`src/hdl/hwh_pkg.sv`:
```
`timescale 1ns / 1ps
`default_nettype none
// Shared widths, stage counts, register indexes and hue sector codes for the
// hue wheel HSV-to-RGB core and its checker. No dependencies.

package hwh_pkg;

    localparam int IDX_W  = 16;
    localparam int CNT_W  = 16;
    localparam int FRAC_W = 16;
    localparam int CH_W   = 8;
    localparam int SIX_W  = 19;
    localparam int PROD_W = 24;
    localparam int NUM_W  = 32;
    localparam int SEC_W  = 3;

    localparam int MOD_STAGES  = IDX_W;
    localparam int SEC_STAGES  = 4;
    localparam int FRAC_STAGES = FRAC_W;
    localparam int CH_STAGES   = 5;
    localparam int PIPE_DEPTH  = MOD_STAGES + SEC_STAGES + FRAC_STAGES + CH_STAGES;
    localparam int DEPTH_W     = $clog2(PIPE_DEPTH + 1);

    localparam int MOD_BASE  = 0;
    localparam int SEC_BASE  = MOD_BASE + MOD_STAGES;
    localparam int FRAC_BASE = SEC_BASE + SEC_STAGES;
    localparam int CH_BASE   = FRAC_BASE + FRAC_STAGES;

    // 255 * 65536: full scale of the fractional channel terms
    localparam logic [PROD_W-1:0] FULL_SCALE = PROD_W'(24'd16711680);
    localparam logic [FRAC_W:0]   FRAC_ONE   = {1'b1, {FRAC_W{1'b0}}};

    localparam int REG_ADDR_W = 2;
    localparam int REG_DATA_W = 16;
    localparam logic [REG_ADDR_W-1:0] REG_COLOR_COUNT = 2'd0;
    localparam logic [REG_ADDR_W-1:0] REG_SATURATION  = 2'd1;
    localparam logic [REG_ADDR_W-1:0] REG_BRIGHTNESS  = 2'd2;

    localparam logic [SEC_W-1:0] SEC_RED_YEL = 3'd0;
    localparam logic [SEC_W-1:0] SEC_YEL_GRN = 3'd1;
    localparam logic [SEC_W-1:0] SEC_GRN_CYN = 3'd2;
    localparam logic [SEC_W-1:0] SEC_CYN_BLU = 3'd3;
    localparam logic [SEC_W-1:0] SEC_BLU_MAG = 3'd4;
    localparam logic [SEC_W-1:0] SEC_MAG_RED = 3'd5;

    // floor(y / 255) for y <= 65025, as ((y + 1) * 257) >> 16
    function automatic logic [CH_W-1:0] div255(input logic [15:0] y);
        logic [16:0] y1;
        logic [25:0] prod;
        y1   = {1'b0, y} + 17'd1;
        prod = {1'b0, y1, 8'b0} + {9'b0, y1};
        return prod[23:16];
    endfunction

endpackage

`default_nettype wire

```
`src/hdl/hue_wheel_hsv_to_rgb_core.sv`:
```
`timescale 1ns / 1ps
`default_nettype none
// Hue wheel HSV-to-RGB core: index -> RGB on an evenly divided hue wheel.
// Depends on hwh_pkg.
//
//  channel | dir | handshake         | payload
//  --------+-----+-------------------+-------------------------------------
//  s_      | in  | s_tvalid/s_tready | s_tdata[15:0] color_index
//  m_      | out | m_tvalid/m_tready | m_tdata red[7:0] green[15:8] blue[23:16]
//  cfg_    | in  | cfg_we            | cfg_addr index, cfg_wdata value
//
// One transaction per cycle sustained while the output is not stalled; stages:
// 16 remainder, 4 sector and 16 fraction quotient steps and 5 channel stages.
// Every stage holds its own valid bit; a stage advances when empty or when the
// stage after it advances, so bubbles close up while the output is stalled.
// Reset clears valid bits and loads count 16, saturation and brightness 255.

module hue_wheel_hsv_to_rgb_core
(
    input  wire logic        clk,
    input  wire logic        rst_n,
    input  wire logic        s_tvalid,
    output      logic        s_tready,
    input  wire logic [15:0] s_tdata,     // [15:0] color_index
    output      logic        m_tvalid,
    input  wire logic        m_tready,
    output      logic [23:0] m_tdata,     // [7:0] red, [15:8] green, [23:16] blue
    input  wire logic        cfg_we,
    input  wire logic [hwh_pkg::REG_ADDR_W-1:0] cfg_addr,
    input  wire logic [hwh_pkg::REG_DATA_W-1:0] cfg_wdata
);

    localparam int N = hwh_pkg::PIPE_DEPTH;

    logic [hwh_pkg::CNT_W-1:0] cnt_reg;
    logic [hwh_pkg::CH_W-1:0]  sat_reg;
    logic [hwh_pkg::CH_W-1:0]  val_reg;

    logic vld_reg [N];
    logic vin     [N];
    logic en      [N+1];

    logic [hwh_pkg::CNT_W-1:0] mod_rem_reg [hwh_pkg::MOD_STAGES];
    logic [hwh_pkg::IDX_W-1:0] mod_div_reg [hwh_pkg::MOD_STAGES];

    logic [hwh_pkg::SIX_W-1:0] sec_six_reg [hwh_pkg::SEC_STAGES];
    logic [hwh_pkg::SEC_W-1:0] sec_bits_reg [hwh_pkg::SEC_STAGES];

    logic [hwh_pkg::CNT_W-1:0]  frac_rem_reg [hwh_pkg::FRAC_STAGES];
    logic [hwh_pkg::FRAC_W-1:0] frac_quo_reg [hwh_pkg::FRAC_STAGES];
    logic [hwh_pkg::SEC_W-1:0]  frac_sec_reg [hwh_pkg::FRAC_STAGES];

    logic [hwh_pkg::PROD_W-1:0] sfq_reg, sft_reg, dq_reg, dt_reg;
    logic [15:0]                pv0_reg, pv1_reg, pv2_reg;
    logic [hwh_pkg::NUM_W-1:0]  nq_reg, nt_reg;
    logic [hwh_pkg::CH_W-1:0]   q_reg, t_reg, p_reg;
    logic [hwh_pkg::SEC_W-1:0]  c0_sec_reg, c1_sec_reg, c2_sec_reg, c3_sec_reg;
    logic [hwh_pkg::CH_W-1:0]   red_reg, green_reg, blue_reg;
    logic [hwh_pkg::CH_W-1:0]   red_next, green_next, blue_next;

    // configuration; a zero count behaves as one
    always_ff @(posedge clk or negedge rst_n)
    begin
        if (!rst_n)
        begin
            cnt_reg <= 16'd16;
            sat_reg <= 8'd255;
            val_reg <= 8'd255;
        end
        else if (cfg_we)
        begin
            unique case (cfg_addr)
                hwh_pkg::REG_COLOR_COUNT:
                    cnt_reg <= (cfg_wdata == '0) ? 16'd1 : cfg_wdata[hwh_pkg::CNT_W-1:0];
                hwh_pkg::REG_SATURATION:
                    sat_reg <= cfg_wdata[hwh_pkg::CH_W-1:0];
                hwh_pkg::REG_BRIGHTNESS:
                    val_reg <= cfg_wdata[hwh_pkg::CH_W-1:0];
                default:
                    ;
            endcase
        end
    end

    // valid chain and stage enables
    assign en[N] = m_tready;

    generate
        for (genvar i = 0; i < N; i++)
        begin : g_vld
            if (i == 0)
            begin : g_first
                assign vin[i] = s_tvalid;
            end
            else
            begin : g_rest
                assign vin[i] = vld_reg[i-1];
            end

            assign en[i] = !vld_reg[i] || en[i+1];

            always_ff @(posedge clk or negedge rst_n)
            begin
                if (!rst_n)
                    vld_reg[i] <= 1'b0;
                else if (en[i])
                    vld_reg[i] <= vin[i];
            end
        end
    endgenerate

    assign s_tready = en[0];
    assign m_tvalid = vld_reg[N-1];

    // index mod count, one restoring step per stage
    generate
        for (genvar k = 0; k < hwh_pkg::MOD_STAGES; k++)
        begin : g_mod
            logic [hwh_pkg::CNT_W-1:0] r_in;
            logic [hwh_pkg::IDX_W-1:0] d_in;
            logic [hwh_pkg::CNT_W:0]   t;
            logic                      ge;
            logic [hwh_pkg::CNT_W-1:0] rem_next;

            if (k == 0)
            begin : g_src_in
                assign r_in = '0;
                assign d_in = s_tdata;
            end
            else
            begin : g_src_reg
                assign r_in = mod_rem_reg[k-1];
                assign d_in = mod_div_reg[k-1];
            end

            assign t        = {r_in, d_in[hwh_pkg::IDX_W-1]};
            assign ge       = t >= {1'b0, cnt_reg};
            assign rem_next = ge ? hwh_pkg::CNT_W'(t - {1'b0, cnt_reg})
                                 : t[hwh_pkg::CNT_W-1:0];

            always_ff @(posedge clk)
            begin
                if (en[hwh_pkg::MOD_BASE + k])
                begin
                    mod_rem_reg[k] <= rem_next;
                    mod_div_reg[k] <= {d_in[hwh_pkg::IDX_W-2:0], 1'b0};
                end
            end
        end
    endgenerate

    // 6 * remainder, then sector bits 2, 1, 0 by compare and subtract
    always_ff @(posedge clk)
    begin
        if (en[hwh_pkg::SEC_BASE])
        begin
            sec_six_reg[0]  <= {1'b0, mod_rem_reg[hwh_pkg::MOD_STAGES-1], 2'b0}
                             + {2'b0, mod_rem_reg[hwh_pkg::MOD_STAGES-1], 1'b0};
            sec_bits_reg[0] <= '0;
        end
    end

    generate
        for (genvar j = 1; j < hwh_pkg::SEC_STAGES; j++)
        begin : g_sec
            localparam int B = hwh_pkg::SEC_STAGES - 1 - j;
            logic [hwh_pkg::SIX_W-1:0] lim;
            logic                      ge;
            logic [hwh_pkg::SEC_W-1:0] bits_next;

            assign lim = {3'b0, cnt_reg} << B;
            assign ge  = sec_six_reg[j-1] >= lim;

            always_comb
            begin
                bits_next    = sec_bits_reg[j-1];
                bits_next[B] = ge;
            end

            always_ff @(posedge clk)
            begin
                if (en[hwh_pkg::SEC_BASE + j])
                begin
                    sec_six_reg[j]  <= ge ? sec_six_reg[j-1] - lim : sec_six_reg[j-1];
                    sec_bits_reg[j] <= bits_next;
                end
            end
        end
    endgenerate

    // frac = (six mod count) * 65536 / count, one quotient bit per stage
    generate
        for (genvar k = 0; k < hwh_pkg::FRAC_STAGES; k++)
        begin : g_frac
            logic [hwh_pkg::CNT_W-1:0]  r_in;
            logic [hwh_pkg::FRAC_W-1:0] q_in;
            logic [hwh_pkg::SEC_W-1:0]  s_in;
            logic [hwh_pkg::CNT_W:0]    t;
            logic                       ge;

            if (k == 0)
            begin : g_src_sec
                assign r_in = sec_six_reg[hwh_pkg::SEC_STAGES-1][hwh_pkg::CNT_W-1:0];
                assign q_in = '0;
                assign s_in = sec_bits_reg[hwh_pkg::SEC_STAGES-1];
            end
            else
            begin : g_src_reg
                assign r_in = frac_rem_reg[k-1];
                assign q_in = frac_quo_reg[k-1];
                assign s_in = frac_sec_reg[k-1];
            end

            assign t  = {r_in, 1'b0};
            assign ge = t >= {1'b0, cnt_reg};

            always_ff @(posedge clk)
            begin
                if (en[hwh_pkg::FRAC_BASE + k])
                begin
                    frac_rem_reg[k] <= ge ? hwh_pkg::CNT_W'(t - {1'b0, cnt_reg})
                                          : t[hwh_pkg::CNT_W-1:0];
                    frac_quo_reg[k] <= {q_in[hwh_pkg::FRAC_W-2:0], ge};
                    frac_sec_reg[k] <= s_in;
                end
            end
        end
    endgenerate

    // channel terms
    always_ff @(posedge clk)
    begin
        if (en[hwh_pkg::CH_BASE])
        begin
            sfq_reg    <= hwh_pkg::PROD_W'(sat_reg)
                        * hwh_pkg::PROD_W'(frac_quo_reg[hwh_pkg::FRAC_STAGES-1]);
            sft_reg    <= hwh_pkg::PROD_W'(sat_reg)
                        * hwh_pkg::PROD_W'(hwh_pkg::FRAC_ONE
                          - {1'b0, frac_quo_reg[hwh_pkg::FRAC_STAGES-1]});
            pv0_reg    <= 16'(val_reg) * 16'(8'd255 - sat_reg);
            c0_sec_reg <= frac_sec_reg[hwh_pkg::FRAC_STAGES-1];
        end
        if (en[hwh_pkg::CH_BASE + 1])
        begin
            dq_reg     <= hwh_pkg::FULL_SCALE - sfq_reg;
            dt_reg     <= hwh_pkg::FULL_SCALE - sft_reg;
            pv1_reg    <= pv0_reg;
            c1_sec_reg <= c0_sec_reg;
        end
        if (en[hwh_pkg::CH_BASE + 2])
        begin
            nq_reg     <= hwh_pkg::NUM_W'(val_reg) * hwh_pkg::NUM_W'(dq_reg);
            nt_reg     <= hwh_pkg::NUM_W'(val_reg) * hwh_pkg::NUM_W'(dt_reg);
            pv2_reg    <= pv1_reg;
            c2_sec_reg <= c1_sec_reg;
        end
        if (en[hwh_pkg::CH_BASE + 3])
        begin
            q_reg      <= hwh_pkg::div255(nq_reg[31:16]);
            t_reg      <= hwh_pkg::div255(nt_reg[31:16]);
            p_reg      <= hwh_pkg::div255(pv2_reg);
            c3_sec_reg <= c2_sec_reg;
        end
        if (en[hwh_pkg::CH_BASE + 4])
        begin
            red_reg   <= red_next;
            green_reg <= green_next;
            blue_reg  <= blue_next;
        end
    end

    always_comb
    begin
        unique case (c3_sec_reg)
            hwh_pkg::SEC_RED_YEL:
            begin
                red_next = val_reg; green_next = t_reg; blue_next = p_reg;
            end
            hwh_pkg::SEC_YEL_GRN:
            begin
                red_next = q_reg; green_next = val_reg; blue_next = p_reg;
            end
            hwh_pkg::SEC_GRN_CYN:
            begin
                red_next = p_reg; green_next = val_reg; blue_next = t_reg;
            end
            hwh_pkg::SEC_CYN_BLU:
            begin
                red_next = p_reg; green_next = q_reg; blue_next = val_reg;
            end
            hwh_pkg::SEC_BLU_MAG:
            begin
                red_next = t_reg; green_next = p_reg; blue_next = val_reg;
            end
            hwh_pkg::SEC_MAG_RED:
            begin
                red_next = val_reg; green_next = p_reg; blue_next = q_reg;
            end
            default:
            begin
                red_next = val_reg; green_next = p_reg; blue_next = q_reg;
            end
        endcase
    end

    assign m_tdata = {blue_reg, green_reg, red_reg};

endmodule

`default_nettype wire

```
`config.mk`:
```
export PLATFORM = sky130hd
export DESIGN_NAME = hue_wheel_hsv_to_rgb_core
export DESIGN_NICKNAME = d
export VERILOG_FILES = /design/src/hdl/hwh_pkg.sv /design/src/hdl/hue_wheel_hsv_to_rgb_core.sv
export SDC_FILE = /design/constraint.sdc
export NUM_CORES = 2
export LEC_CHECK = 0
export ABC_AREA = 0
export BUFFER_PORTS_ARGS = -buffer_cell sky130_fd_sc_hd__buf_2
export CORE_MARGIN = 4
export CORE_UTILIZATION = 30
export DETAILED_ROUTE_END_ITERATION = 10
export GPL_TIMING_DRIVEN = 0
export PLACE_DENSITY_LB_ADDON = 0.08
export REMOVE_ABC_BUFFERS = 1
export SLEW_MARGIN = 15
export SYNTH_ARGS = -nofsm -noshare
export SYNTH_HDL_FRONTEND = slang
export SYNTH_SLANG_ARGS = --single-unit
```
`constraint.sdc`:
```
create_clock -name clk -period 12.8 [get_ports clk]
set_input_delay 0 -clock clk [delete_from_list [all_inputs] [get_ports clk]]
set_output_delay 0 -clock clk [all_outputs]
set_load 0.05 [all_outputs]
```
==> results.py <==
metrics = {
    "placed_design": {
        "post-place-ws_ns": 5.44,
        "numPortBuffers": 64,
        "globalplace.congestion": 0.788,
        "hpwl_mm": 181,
    },
    "job": {
        "drv.max_cap_violation_count": 0,
    },
    "global_route": {
        "grt_antenna_before_repair": 1,
        "vias_in_the_first_global_route": 66585,
        "grt_remaining_overflow": 0,
        "grtUsageMet3": 0.0160,
        "use_met2": 0.270,
        "global_route_wire_length_before_repair_mm": 385,
        "grt.total_usage": 0.152,
        "gr-usage-met1": 0.196,
        "globalRoute.busiestLayer": "met2",
        "maximum_number_of_pins_on_one_net_before_global_route_repair": 61,
    },
    "cts": {
        "clk_pin_slew_worst_paths_ns": 0.06,
        "clk_root_buffer_cell": "sky130_fd_sc_hd__clkbuf_16",
        "post_cts_buffers": 0,
        "cts.repair.resized": 0,
        "cts_sinks": 1183,
        "tritoncts": "done",
        "clock_tree.htree_level_count": 4,
        "clk_latency_ns": 0.86,
        "clock_buffer_count_from_cts": 158,
        "cts_hold_repair.buffers": 87,
        "cts_buffer_depth": 4,
    },
    "critical_path": {
        "endpoint_kind": "register",
        "worstPathMaxFanout": 11,
        "worst_setup_path_start_kind": "register",
        "cp_class": "register to register",
        "r2r_slack_ns": 5.56,
        "worstPathArrival_ns": 7.77,
        "critical_path_required_ns": 13.34,
    },
    "timing": {
        "fmaxAchievable_ghz": 0.138,
        "finalHoldWorstSlack_ns": -0.0290,
        "timing_hold_violations_final": 1,
        "rsz0062_at_grt": "false",
        "setup_viol": 0,
        "final_max_slew_viol_count": 0,
        "timing.clock.skew_ns": 0.0855,
        "period_needed_ns": 7.24,
        "worst_pin_slew_ns": 1.14,
        "period_share": 0.565,
        "totalNegativeSetupSlack_ns": 0,
        "max-slew-margin-rel": 0.235,
        "finalWorstSetupSlack_ns": 5.56,
    },
    "synthesis": {
        "synth.yosys.warnings": 0,
        "synth.area.top_cells": "sky130_fd_sc_hd__edfxtp_1 (36%), sky130_fd_sc_hd__ha_1 (11%), sky130_fd_sc_hd__fa_1 (11%)",
        "postSynthRegisterBits": 1183,
        "post-synth-top-area-cell": "sky130_fd_sc_hd__edfxtp_1",
        "synthesis.area_per_instance_um2": 10.7,
        "synth_largest_type_area_fraction": 0.360,
        "ys_seq_area_frac": 0.380,
        "synth-async-reset-ratio": 0.0617,
        "syn_area_um2": 92500,
        "ys_types": 102,
        "dominantRegCellSynth": "sky130_fd_sc_hd__edfxtp_1",
        "synthCells": 8613,
        "number_of_enable_type_register_cells_in_the_synthesized_netlist": 1110,
    },
    "route": {
        "detailroute.via_count": 63645,
        "detail_route.vias_per_cell": 4.90,
        "detailedRoute.firstIterationViolations": 3286,
        "drtAntennaViolNets": 0,
        "routed_wire_length_per_instance_um": 18.7,
        "wirelength_mm": 243,
        "drtPass1Iterations": 5,
        "drc": 0,
    },
    "finish": {
        "area_growth_syn_to_fin_pct": 12.9,
        "mostFrequentLayoutCells": "sky130_fd_sc_hd__edfxtp_1 (1110), sky130_fd_sc_hd__ha_1 (826), sky130_fd_sc_hd__inv_1 (783)",
        "final_common_cell": "sky130_fd_sc_hd__edfxtp_1",
        "fin_nets": 10136,
        "drive_above_1_share": 0.101,
        "final_core_area_utilization": 0.341,
        "max_ffs_per_register": 256,
    },
    "floorplanning": {
        "fp.dieArea_um2": 317000,
        "die-height_um": 563,
        "start_util": 0.302,
        "rows": 203,
        "pin_count": 65,
        "die-width_um": 563,
        "core-area_um2": 306000,
    },
    "worst_hold_path": {
        "timing.hold.worst.class": "input pin to register",
    },
    "run_status": {
        "failing_checks": "hold timing",
        "run_status": "finished with violations",
    },
}
-- cell usage after synthesis (43+ instances only) --
master and instances:
sky130_fd_sc_hd__nand3_1 178, sky130_fd_sc_hd__fa_1 507, sky130_fd_sc_hd__or3_1 110, sky130_fd_sc_hd__nor2_1 456, sky130_fd_sc_hd__nor3_1 194, sky130_fd_sc_hd__inv_1 802, sky130_fd_sc_hd__mux2_2 289, sky130_fd_sc_hd__dfrtp_1 56
sky130_fd_sc_hd__xnor2_1 346, sky130_fd_sc_hd__edfxtp_1 1110, sky130_fd_sc_hd__nand4_1 126, sky130_fd_sc_hd__nand2_1 746, sky130_fd_sc_hd__clkbuf_1 142, sky130_fd_sc_hd__a21oi_1 337, sky130_fd_sc_hd__mux2i_1 67, sky130_fd_sc_hd__o31ai_1 43
sky130_fd_sc_hd__nor4_1 55, sky130_fd_sc_hd__a211oi_1 73, sky130_fd_sc_hd__xor2_1 170, sky130_fd_sc_hd__or2_2 50, sky130_fd_sc_hd__o21ai_0 286, sky130_fd_sc_hd__o21a_1 65, sky130_fd_sc_hd__nand2b_1 163, sky130_fd_sc_hd__and3_1 70
sky130_fd_sc_hd__ha_1 826, sky130_fd_sc_hd__a21o_1 114, sky130_fd_sc_hd__nor2b_1 148, sky130_fd_sc_hd__and2_1 326
-- logic make-up (layout without fill, tap and decap cells) --
family	after synthesis	after routing	share of synthesized area
flip-flops	1183	1183	0.380
adder cells (fa/ha/maj)	1333	1333	0.221
XOR/XNOR	516	516	0.0489
AND/OR/NAND/NOR	2716	2716	0.148
other	0	3	0
buffers and inverters	1014	1290	0.0441
multiplexers	392	392	0.0479
AO/OA/AOI/OAI	1459	1459	0.109
-- critical path, stage by stage, from the launching register on --
cell and delay [ns]:
sky130_fd_sc_hd__edfxtp_1 0.60, sky130_fd_sc_hd__nor3_1 0.36, sky130_fd_sc_hd__nand2_1 0.14, sky130_fd_sc_hd__or2_2 0.31, sky130_fd_sc_hd__nor4_1 0.52, sky130_fd_sc_hd__nand2_1 0.18
sky130_fd_sc_hd__xor2_1 0.54, sky130_fd_sc_hd__nand2_1 0.15, sky130_fd_sc_hd__fa_1 0.52, sky130_fd_sc_hd__inv_1 0.05, sky130_fd_sc_hd__fa_1 0.50, sky130_fd_sc_hd__inv_1 0.05
sky130_fd_sc_hd__fa_1 0.47, sky130_fd_sc_hd__inv_1 0.05, sky130_fd_sc_hd__fa_1 0.47, sky130_fd_sc_hd__ha_1 0.24, sky130_fd_sc_hd__or4_1 0.40, sky130_fd_sc_hd__o22a_1 0.22
sky130_fd_sc_hd__a41o_1 0.29, sky130_fd_sc_hd__o41a_1 0.34, sky130_fd_sc_hd__a41oi_1 0.29, sky130_fd_sc_hd__a21oi_1 0.12, sky130_fd_sc_hd__xor2_1 0.16
-- layout make-up --
cell class	instances	area [µm²]
antenna	3	7.51
clock buffer	186	4190
clock inverter	99	1210
fill	30660	202000
inverter	802	3050
multi-input combinational	6416	53400
sequential	1183	35200
tap	4100	5130
timing repair buffer	203	2250
-- routing by layer --
metal | up-vias | wire, µm
li1 | 31110 | -
met1 | 31376 | 109000
met2 | 832 | 120000
met3 | 327 | 6380
met4 | 0 | 6290
met5 | - | 0
-- path summary, 6_finish.rpt --
| path | from | endpoint | cells after the start |
|---|---|---|---|
| max in group asynchronous | rst_n | m_tvalid | 5 |
| worst min-delay path | m_tready | m_tvalid | 3 |
| worst max-delay path | frac_quo_reg[1][114] | sft_reg[22] | 22 |
| min in group asynchronous | rst_n | cnt_reg[13] | 4 |
| worst max register to register | frac_quo_reg[1][114] | sft_reg[22] | 22 |
| worst min register to register | mod_div_reg[1][58] | mod_div_reg[1][74] | 0 |
-- metrics by stage --
stage,cell area (µm²),cells
2_1_floorplan,91400,8401
3_3_place_gp,96900,12565
3_5_place_dp,98100,12617
4_1_cts,104000,12989
5_1_grt,104000,12991
6_report,104000,12992
Power is not shown: default switching activity piles up to over one toggle a cycle in this logic, so the estimate is an artifact.
